<file path="config.mk">
export PLATFORM = sky130hd
export DESIGN_NAME = imusf_hist
export DESIGN_NICKNAME = d
export VERILOG_FILES = /design/src/imusf_pkg.sv /design/src/imusf_hist.sv
export SDC_FILE = /design/constraint.sdc
export NUM_CORES = 1
export LEC_CHECK = 0
export ABC_AREA = 1
export BUFFER_PORTS_ARGS = -buffer_cell sky130_fd_sc_hd__buf_2
export CORE_UTILIZATION = 55
export DETAILED_ROUTE_END_ITERATION = 8
export MAX_ROUTING_LAYER = met4
export PLACE_DENSITY = 0.81
export REMOVE_ABC_BUFFERS = 1
export SKIP_CTS_REPAIR_TIMING = 1
export SYNTH_ARGS = -nofsm -noshare
export SYNTH_HDL_FRONTEND = slang
export SYNTH_SLANG_ARGS = --single-unit
</file>
<file path="constraint.sdc">
create_clock -name clk -period 4.9 [get_ports clk]
set_input_delay 0.735 -clock clk [delete_from_list [all_inputs] [get_ports clk]]
set_output_delay 0.735 -clock clk [all_outputs]
set_load 0.05 [all_outputs]
</file>
<file path="src/imusf_pkg.sv">
// Shared types and helpers for the sensor conditioning block.
package imusf_pkg;

  // Q format value held in 32 bits
  typedef logic signed [31:0] q_t;

  // Shared multiply-accumulate widths
  localparam int MAC_AW = 34;
  localparam int MAC_BW = 30;
  localparam int ACC_W  = 64;

  // Control of the shared multiply-accumulate unit
  typedef struct packed {
    logic en;
    logic clr;
    logic sub;
    logic shl;
  } mac_ctl_t;

  // Filter history of one axis: inputs and outputs one and two samples back
  typedef struct packed {
    q_t x1;
    q_t x2;
    q_t y1;
    q_t y2;
  } hist_t;

  // Saturate a wide signed value to 32 bits
  function automatic q_t sat32(input logic signed [ACC_W-1:0] val);
    q_t res;
    if (val > 64'sd2147483647) begin
      res = 32'sh7fffffff;
    end else if (val < -64'sd2147483648) begin
      res = 32'sh80000000;
    end else begin
      res = val[31:0];
    end
    return res;
  endfunction

endpackage

</file>
<file path="src/imusf_hist.sv">
// Low-pass filter history for accelerometer and magnetometer axes.
module imusf_hist (
  input  logic               clk,
  input  logic               rst,
  input  logic               sel,
  input  logic [1:0]         axis,
  input  logic               wr_en,
  input  imusf_pkg::hist_t   wr_data,
  output imusf_pkg::hist_t   rd_data
);
  import imusf_pkg::*;

  hist_t hist [0:1][0:2];

  // Read the selected axis
  assign rd_data = hist[sel][axis];

  // Clear at reset, update one axis after each filter pass
  always_ff @(posedge clk) begin
    if (rst) begin
      for (int s = 0; s < 2; s++) begin
        for (int a = 0; a < 3; a++) begin
          hist[s][a] <= '0;
        end
      end
    end else if (wr_en) begin
      hist[sel][axis] <= wr_data;
    end
  end

endmodule

</file>
## Yosys cells after proc, flatten, opt, wreduce, memory -nomap -nowiden

Memory sizes are Yosys's and may differ from the RTL's.
Cells that the tools add are included.

| word-level totals | value |
|---|---|
| input port bits | 134 |
| memories kept | 1 |
| output and inout port bits | 128 |
| bits in writable memories | 768 |
| register bits | 0 |
| logic and storage cells | 19 |

| cells by class | value |
|---|---|
| bitwise logic cells | 1 |
| reductions and logical operators | 2 |
| $lt $le $gt $ge | 2 |
| multiplexer cells | 13 |

Memories:

| memory | depth | width | rd ports | clocked after Yosys merged registers in | write ports | RTL line | text |
|---|---|---|---|---|---|---|---|
| hist | 2 | 384 | 1 | 0 | 2 | imusf_hist.sv:13 | `hist_t hist [0:1][0:2];` |

Operators with widths:

| cell | count |
|---|---|
| two-way mux 384 bit | 3 |
| two-way mux 128 bit | 3 |
| OR reduction 384 bit | 1 |
| binary-select mux 128 bit (select 2 bit) | 1 |
| demux 128 bit (select 2 bit) | 1 |
| two-way mux 1 bit | 5 |
| >= comparator 3 bit, second input constant | 1 |
| < comparator 3 x 1 -> 1 bit, second input constant | 1 |
| inverter 2 -> 3 bit | 1 |
| logical AND 1 bit | 1 |

## Depth between registers and ports, before layout

| logic depth | value |
|---|---|
| word-level depth | 8 |
| depth in mapped cells | 7 |
| depth with buffers taken out | 6 |

## Worst setup path after synthesis

No wires, ideal clock.

| timing | value |
|---|---|
| kind | input-to-reg |
| start | input rst |
| end | memory hist[0][0] (netlist name) (enable) |
| library setup time | 492 ps |
| arrival time | 4207 ps |
| buffers on the path | 2 |
| setup slack | 201 ps |
| stages | 7 |
| required time | 4408 ps |
| cells stage by stage | inv_2 -> nand2_2 -> nor2_4 -> nand3_2 -> buf_2 -> buf_6 -> nand2_1 |

RTL lines:

| element | RTL line | text |
|---|---|---|
| start: declaration | imusf_hist.sv:4 | `input logic rst,` |
| end: declaration | imusf_hist.sv:13 |  |

==> run_results.csv <==
group,metric,value,unit
setup_path,max_stage_delay,0.51,ns
run_status,status,"finished, final reports clean",
synth,synth-xor-area-share,0,%
timing,finalCritPeriodShare,80.76,%
floorplan,dieArea,66340,um2
placed_design,dpl.hpwl,45470,um
floorplan,io_pins,262,
setup_path,crit_family,"buffers and inverters",
finish,fin_nets,3870,
setup_path,cp-start-kind,"primary input",
setup_path,cp.buffers_inverters,3,
timing,period_needed,3.957,ns
synth,synth-edff-count,768,
floorplan,coreArea,64460,um2
route,vias_per_cell,5.365,
grt,grt_start_max_net_pins,252,
route,avgRoutedWirePerCell,17.85,um
timing,max_slew_margin,3.108,%
finish,reg_top3,"hist: 768 flops",
setup_path,cp_slowest_cell,"buf_12",
finish,layout_commonest_cell,"edfxtp_1",
route,wirelength,83160,um
finish,final_util,61.96,%
placed_design,port_buffers,261,
floorplan,floorplan.initialDensity,55.72,%
worst_hold_path,min_from,"wr_data[108]",
pwr,power.leakage,18.22,nW
route,postRouteAntennaNets,0,
finish,seqCellArea,23060,um2
pwr,p_switching,0.003959,W
synth,synth_seq_cells,768,
synth,muxShareOfSynthArea,0,%
floorplan,die_w,257.6,um
grt,grt_pass1_vias,24380,
pwr,clkPwrFrac,36.7,%
synth,async_reset_ff_share,0,%
grt,antenna_found_initial,12,
setup_path,cp.arrival,3.22,ns
clocking,root_buffer,"clkbuf_16",
synth,syn_area,35920,um2
route,first_iter_violations,1985,
grt,grt_pass1_wl,129600,um
pwr,p_int,0.01137,W
timing,rsz0062_at_grt,"false",
clocking,clock_path_buffers,3,
synth,synth_ff_type,"edfxtp_1",
setup_path,cpMostUsedCell,"nor2_1",
synth,ys_seq_area_share,64.20,%
timing,max_freq,252.7,MHz
setup_path,critPathLaunch,"sel",
finish,largest_reg_flops,768,
synth,synth_cell_types,17,
setup_path,worst_setup_path_end_kind,"output port",
synth,syn_area_per_cell,10.03,um2
grt,overflow,0,
setup_path,crit_type,"in -> out",
synth,synth-simple-area-share,22.61,%
setup_path,cp_max_fo,251,
synth,synth-compound-area-share,2.675,%
clocking,cts.htree.levels,3,
pwr,combPwrFrac,11.9,%
pwr,p_seq_share,51.4,%
finish,regMostFlops,"hist",
synth,synthCells,3583,
pwr,peakVddDrop,346.8,uV
setup_path,path_cells,"buf_8 -> buf_12 -> nor2_1 -> nor2_1 -> nand2_1 -> nand3_1 -> buf_2",
finish,stdcell_area,39940,um2
route,firstDrtPassIters,9,
finish,multi_input_area,9151,um2
placed_design,gp_congestion,0.7926,
synth,synth_fa_ha_area_share,0,%
floorplan,placementRows,93,
clocking,clk_pin_slew,0.06,ns
grt,grt_usage,25.83,%
clocking,numCtsBuffers,79,
clocking,cts.sinks,768,
route,drc,0,
pwr,power.density,383.9,nW/um2
synth,synth_top_family_by_area,"simple AND/OR/NAND/NOR gates",
timing,tightest_slew,1.453,ns
clocking,cts_tree,"built",
pwr,swShare,25.82,%
finish,drive_above_1_share,16.03,%
finish,area_growth,11.19,%
route,num_vias,25000,
finish,n_fill_cell,5045,
finish,final_cell_mix,"edfxtp_1 (768), inv_1 (642), nor2_1 (640), nand3_1 (513), nand2_1 (395)",
floorplan,die_h,257.6,um
timing,report.final.slew_viol_count,0,
timing,hold_viol_final,0,
placed_design,place_area,37530,um2
setup_path,crit_required,4.16,ns
worst_hold_path,hp-class,"in -> reg",
flow_run,cap_violations,0,
timing,finalSetupViolCount,0,
synth,yosysWarnings,0,
[cell usage after synthesis, types with 23 or more instances]
library cell	number	area share, %
buf_2	140	2.0
or2_2	189	3.3
edfxtp_1	768	64
nand2_1	400	4.2
o211ai_1	128	2.7
buf_4	23	0.48
buf_6	32	1.0
inv_1	645	6.7
nor2_1	642	6.7
nand3_1	513	7.1
clkbuf_1	29	0.30
or2_0	66	1.1
[layer usage]
layer | global-route usage (%) | wire length [um] | share of wire, % | vias up
li1 | - | - | - | 11860
met1 | 32.37 | 32850 | 39 | 12010
met2 | 42.16 | 41300 | 50 | 1000
met3 | 4.594 | 6878 | 8.3 | 134
met4 | 9.517 | 2135 | 2.6 | 0
met5 | - | 0 | 0 | -
[logic make-up (layout without fill, tap and decap cells)]
logic type / count (synthesis) / count (layout)
compound gates: 128 / 128
buf+inv: 872 / 1081
flops: 768 / 768
other cells: 0 / 13
simple gates: 1815 / 1815
[final cells by class]
class | instances | share of cell area [%]
Clock inverter | 42 | 0.8490
Timing Repair Buffer | 297 | 4.505
Inverter | 647 | 6.131
Antenna cell | 13 | 0.08145
Tap cell | 855 | 2.678
Clock buffer | 95 | 5.100
Sequential cell | 768 | 57.74
Multi-Input combinational cell | 1943 | 22.91
[power by group through the flow]
stage / registers [W] / clock network [W] / logic (W)
3_3_place_gp: 0.00800 / 0 / 0.00180
3_5_place_dp: 0.00802 / 0 / 0.00182
6_report: 0.00788 / 0.00563 / 0.00182
4_1_cts: 0.00788 / 0.00568 / 0.00183
2_1_floorplan: 0.00802 / 0 / 0.00118
5_1_grt: 0.00793 / 0.00593 / 0.00197
[final timing paths]
check	end	slack (ns)	cells after the start
max	rd_data[57]	0.94	7
min	hist[0][364]	0.43	3
[metrics by stage]
step | TNS [ns] | total power (W) | instances | hold WS [ns] | setup slack (ns)
after floorplan | -2372.83 | 0.009203 | 3358 | 0.9359 | -4.235
after global placement | 0 | 0.009797 | 4510 | 1.051 | 1.249
after detailed placement | 0 | 0.009839 | 4510 | 1.056 | 1.236
after CTS | 0 | 0.01540 | 4647 | 0.3982 | 1.233
after global routing | 0 | 0.01583 | 4659 | 0.4284 | 1.049
final | 0 | 0.01533 | 4660 | 0.4309 | 0.9429
Note: power is estimated with default switching activity, not from simulation.
