## config.mk

```make
export PLATFORM = sky130hd
export DESIGN_NAME = imusf_mac
export DESIGN_NICKNAME = d
export VERILOG_FILES = /design/src/imusf_pkg.sv /design/src/imusf_mac.sv
export SDC_FILE = /design/constraint.sdc
export NUM_CORES = 2
export LEC_CHECK = 0
export ABC_AREA = 1
export BUFFER_PORTS_ARGS = -buffer_cell sky130_fd_sc_hd__buf_2
export CAP_MARGIN = 20
export CORE_ASPECT_RATIO = 0.9
export CORE_MARGIN = 2
export CORE_UTILIZATION = 28
export CTS_BUF_LIST = sky130_fd_sc_hd__clkbuf_8
export CTS_CLUSTER_SIZE = 14
export DETAILED_ROUTE_END_ITERATION = 10
export SKIP_LAST_GASP = 1
export SYNTH_ARGS = -nofsm -noshare
export SYNTH_HDL_FRONTEND = slang
export SYNTH_SLANG_ARGS = --single-unit
```

## constraint.sdc

```tcl
create_clock -name clk -period 24.1 [get_ports clk]
set_clock_uncertainty 0.1 [all_clocks]
set_input_delay 6.025 -clock clk [delete_from_list [all_inputs] [get_ports clk]]
set_output_delay 6.025 -clock clk [all_outputs]
set_load 0.03 [all_outputs]
```

## src/imusf_pkg.sv

```systemverilog
// Shared types and helpers for the sensor conditioning block.
package imusf_pkg;

  // Q format value held in 32 bits
  typedef logic signed [31:0] q_t;

  // Shared multiply-accumulate widths
  localparam int MAC_AW = 34;
  localparam int MAC_BW = 30;
  localparam int ACC_W  = 64;

  // Control of the shared multiply-accumulate unit
  typedef struct packed {
    logic en;
    logic clr;
    logic sub;
    logic shl;
  } mac_ctl_t;

  // Filter history of one axis: inputs and outputs one and two samples back
  typedef struct packed {
    q_t x1;
    q_t x2;
    q_t y1;
    q_t y2;
  } hist_t;

  // Saturate a wide signed value to 32 bits
  function automatic q_t sat32(input logic signed [ACC_W-1:0] val);
    q_t res;
    if (val > 64'sd2147483647) begin
      res = 32'sh7fffffff;
    end else if (val < -64'sd2147483648) begin
      res = 32'sh80000000;
    end else begin
      res = val[31:0];
    end
    return res;
  endfunction

endpackage

```

## src/imusf_mac.sv

```systemverilog
// Shared multiply-accumulate unit with optional left shift and subtract.
module imusf_mac #(
  parameter int FRAC_BITS = 16
) (
  input  logic                                 clk,
  input  imusf_pkg::mac_ctl_t                  ctl,
  input  logic signed [imusf_pkg::MAC_AW-1:0]  op_a,
  input  logic signed [imusf_pkg::MAC_BW-1:0]  op_b,
  output logic signed [imusf_pkg::ACC_W-1:0]   acc
);
  import imusf_pkg::*;

  logic signed [ACC_W-1:0] prod;
  logic signed [ACC_W-1:0] term;
  logic signed [ACC_W-1:0] base;

  // Form the product and align it
  assign prod = $signed(op_a) * $signed(op_b);
  assign term = ctl.shl ? (prod <<< FRAC_BITS) : prod;
  assign base = ctl.clr ? '0 : acc;

  // Accumulate
  always_ff @(posedge clk) begin
    if (ctl.en) begin
      acc <= ctl.sub ? (base - term) : (base + term);
    end
  end

endmodule

```

# Word level (Yosys, flattened, before mapping)
# Index checks and enable logic that the tools add are counted.
word_totals:
  register_bits: 64
  output_inout_bits: 64
  in_bits: 69
classes:
  add_sub_neg: 2
  multipliers: 1
  muxes: 3
op_table:
  columns: ["operator", "n"]
  rows:
  - ["$mux W64", 3]
  - ["$add A64 B64 Y64", 1]
  - ["$mul A34 B30 Y64", 1]
  - ["$sub A64 B64 Y64", 1]

# Longest topological paths before layout
logic_depth:
  word_depth: 4
  depth_mapped: 57
  mapped_depth_nobuf: 55

# Worst setup path before layout
# Ideal clock, no wire load.
synth_path:
  path_kind: "input-to-reg"
  startpoint: "in op_b[5] (netlist bit)"
  endpoint: "reg acc[63] (netlist bit), data pin"
  arrival_time_ps: 15206
  slack_ps: 8540
  required_ps: 23746
  cell_stages: 50
  setup_ps: 254
  n_path_buf: 2
  path_cell_list: "clkbuf_1 -> clkbuf_1 -> nand2_1 -> inv_1 -> fa_1 -> fa_1 -> fa_1 -> fa_1 -> inv_1 -> fa_1 -> inv_1 -> fa_1 -> inv_1 -> fa_1 -> fa_1 -> inv_1 -> ha_1 -> nand2_1 -> (+14 left out) -> nor2_1 -> nand3_1 -> nand2_1 -> nand2_1 -> nand2_1 -> nand2_1 -> ha_1 -> nand2_1 -> nor2_1 -> inv_1 -> nor4_1 -> and3_1 -> nand2_1 -> nand2_1 -> nand3b_1 -> nand2_1 -> nand4_1 -> nand2_1"
synth_between:
  elab_chain_len: 4
  elab_cells_between_ends: 5
  classes_between: "2 x add/sub; 1 x mul; 2 x mux"
synth_rtl:
  columns: ["item", "line_no", "text"]
  rows:
  - ["start, declared", "imusf_mac.sv:8", "input logic signed [imusf_pkg::MAC_BW-1:0] op_b,"]
  - ["$mul A34 B30 Y64 (*)", "imusf_mac.sv:18", "assign prod = $signed(op_a) * $signed(op_b);"]
  - ["$mux W64 (*)", "imusf_mac.sv:19", "assign term = ctl.shl ? (prod <<< FRAC_BITS) : prod;"]
  - ["$add A64 B64 Y64 / $sub A64 B64 Y64 (equally long branches)", "imusf_mac.sv:25", "acc <= ctl.sub ? (base - term) : (base + term);"]
  - ["$mux W64 (*)", "imusf_mac.sv:25", null]
  - ["end signal, assigned", "imusf_mac.sv:25", null]
  - ["end, declared", "imusf_mac.sv:9", "output logic signed [imusf_pkg::ACC_W-1:0] acc"]
# Mark *: on every way between the ends. The rest lies on a longest branch, timed or not.
# A chain may end at the register's enable or synchronous reset.

# Final worst setup path
layout_path:
  startpoint: "in op_b[4] (netlist bit)"
  endpoint: "reg acc[63] (netlist bit), data pin"
# The elaborated chain is that of the path after synthesis.

==> metrics.md <==
| Metric | Value |
|---|---|
| Commonest non-fill, non-tap cell in the layout | `inv_1` |
| Area leader, netlist | `fa_1` |
| #FFs+latches synth | `64` |
| # port buffers | `132` |
| Num ports | `133` |
| Clk pin slew, worst setup/hold paths | `80 ps` |
| Mapped cell area | `47670 um^2` |
| Ys async rst share | `0%` |
| Slew margin rel. | `25.82%` |
| Initial antenna violation count | `3` |
| Crit. End Element | `flop` |
| # setup viols final | `0` |
| Root Driver | `clkbuf_8` |
| CP Data Required Time | `24150 ps` |
| Yosys warning count | `0` |
| DRT Pass-1 Iters | `9` |
| Syn nets | `7878` |
| Reg2reg start | `acc[2]` |
| Mapped Avg Cell Area | `7.343 um^2` |
| Distinct cells, synth | `52` |
| Crit-path max FO | `34` |
| Starting density of the core | `28.22%` |
| Die height | `395.4 um` |
| Post-CTS setup buffer count | `0` |
| Post-route minimum period | `16770 ps` |
| Final Cycle Share | `69.58%` |
| Overall die area | `173600 um^2` |
| Final ANT Viol Nets | `0` |
| Hold Startpoint | `acc[1]` |
| Worst skew pair latency | `390 ps` |
| Max reg flops | `64` |
| Core Area | `168900 um^2` |
| Outcome | `finished, violations left` |
| Hold-fix buffers, CTS | `0` |
| Crit path from | `op_b[4]` |
| Worst-margin pin slew | `1113 ps` |
| Final WL | `156.5 mm` |
| Pins over their slew limit | `0` |
| Via count | `39880` |
| CTS tree | `done` |
| Post-CTS sizing | `0` |
| Die Width | `438.9 um` |
| Commonest register cell after synthesis | `edfxtp_1` |
| Most frequent CP cell | `nand2_1` |
| Total GRT Usage | `18.58%` |
| Num CTS Buffers | `9` |
| Seq/Total Area, Yosys | `4.031%` |
| H-tree depth | `3` |
| Routed len/inst | `18.02 um` |
| Area Overhead vs Synth | `6.396%` |
| Layout cells sized above 1 | `4.413%` |
| Slowest stage cell, crit path | `buf_2` |
| Largest net degree at the start of global routing | `65` |
| Reg with most FFs | `acc` |
| CP startpoint kind | `input port` |
| First-iteration detailed-routing DRC count | `3009` |
| Maximum capacitance violations | `0` |
| CP Class | `in -> reg` |
| Detailed placer's ending HPWL | `126.9 mm` |
| Clock Sinks | `64` |
| Most frequent cells in the layout | `1933 x inv_1, 1749 x nand2_1, 1071 x fa_1` |
| Endpoints failing hold | `0` |
| Fillers | `18470` |
| CP max stage delay | `700 ps` |
| Placed Cells incl. Taps | `8665` |
| DRC viols | `10` |
| Utilization after layout | `30.03%` |
| Setup TNS | `0 ps` |
| Worst Hold Class | `reg -> reg` |
| Failing checks | `DRC` |
| Post-route insts no fill | `8685` |
| Rows | `143` |
| Post-synth EDFFs | `64` |
| Clock Path Buffers | `2` |
| First-pass GRT wire length | `251.3 mm` |
| Vias in the first global route | `43310` |
| Mapped Cells | `6492` |
| Gr ovfl total | `0` |
| Ranking of synthesized cells by area | `fa_1 45%, inv_1 15%, nand2_1 14%` |
| Unrepaired setup endpoints after global routing | `false` |
| Max Freq | `59.63 MHz` |
| Critical path arrival | `16820 ps` |
| Nets | `7817` |
| Largest registers | `acc (64)` |
| GPL Wtd Cong | `0.9373` |
| Vias/cell | `4.592` |
| Share of the synthesized area in the top cell type | `44.98%` |
==> synth_stat cells, types with 3 or more instances <==
cell	n
a21o_1	7
a21oi_1	165
a31oi_1	28
and2_1	3
buf_1	5
buf_2	6
clkbuf_1	236
edfxtp_1	64
fa_1	1071
ha_1	246
inv_1	1931
inv_2	17
nand2_1	1749
nand2_2	18
nand3_1	192
nand3_2	11
nand3b_1	8
nand4_1	40
nor2_1	349
nor2_2	12
nor2_4	7
nor3_1	18
nor4_1	11
o211ai_1	6
o21a_1	9
o21ai_0	87
o21ai_1	3
o21bai_1	19
o221a_2	3
or2_2	16
xnor2_1	47
xor2_1	80
==> per-layer routing <==
layer	up-vias	track usage (%)	wire (um)
met1	19990	24.90	67200
met2	1368	32.03	75510
met4	2	4.148	4006
met5	-	0	13
met3	246	2.080	9750
li1	18280	-	-
==> stage by stage <==
step                instance area (um^2)  setup slack [ps]  hold WS, ps
floorplan                          47670              8540        844.6
global placement                   50520              6625        732.2
detailed placement                 50520              6633        742.0
CTS                                50690              7053        759.6
global route                       50720              6636        839.5
finish                             50720              7331        738.7
==> layout make-up <==
cell class	count	area (um^2)	area share, %
Clock buffer	9	123.9	0.2442
Antenna cell	2	5.005	0.009868
Tap cell	2247	2811	5.543
Clock inverter	7	55.05	0.1085
Timing Repair Buffer	176	996.0	1.964
Inverter	1950	7320	14.43
Multi-Input combinational cell	4230	37490	73.91
Sequential cell	64	1922	3.789
==> final timing paths <==
path,end,slack (ps),cells past startpoint
worst max register to register,acc[55],20080,19
worst min-delay path,acc[1],740,3
worst min register to register,acc[1],740,3
worst max-delay path,acc[63],7330,46
==> worst max-delay path, delay by kind of cell <==
| kind | cells | cell delay [ps] |
|---|---|---|
| adder cells (fa/ha/maj) | 10 | 5070 |
| AND/OR/NAND/NOR | 24 | 3110 |
| buffers and inverters | 8 | 1330 |
| AO/OA/AOI/OAI | 4 | 1260 |
==> logic make-up (layout without fill, tap and decap cells) <==
family / after synthesis / count (layout) / synth area share, %
AO/OA/AOI/OAI: 343 / 343 / 4.084
XOR/XNOR: 127 / 127 / 2.333
adder cells (fa/ha/maj): 1317 / 1317 / 51.43
buffers and inverters: 2198 / 2142 / 17.33
flip-flops: 64 / 64 / 4.031
other: 0 / 2 / 0
AND/OR/NAND/NOR: 2443 / 2443 / 20.79
Power is not shown: default switching activity piles up to over one toggle a cycle in this logic, so the estimate is an artifact.
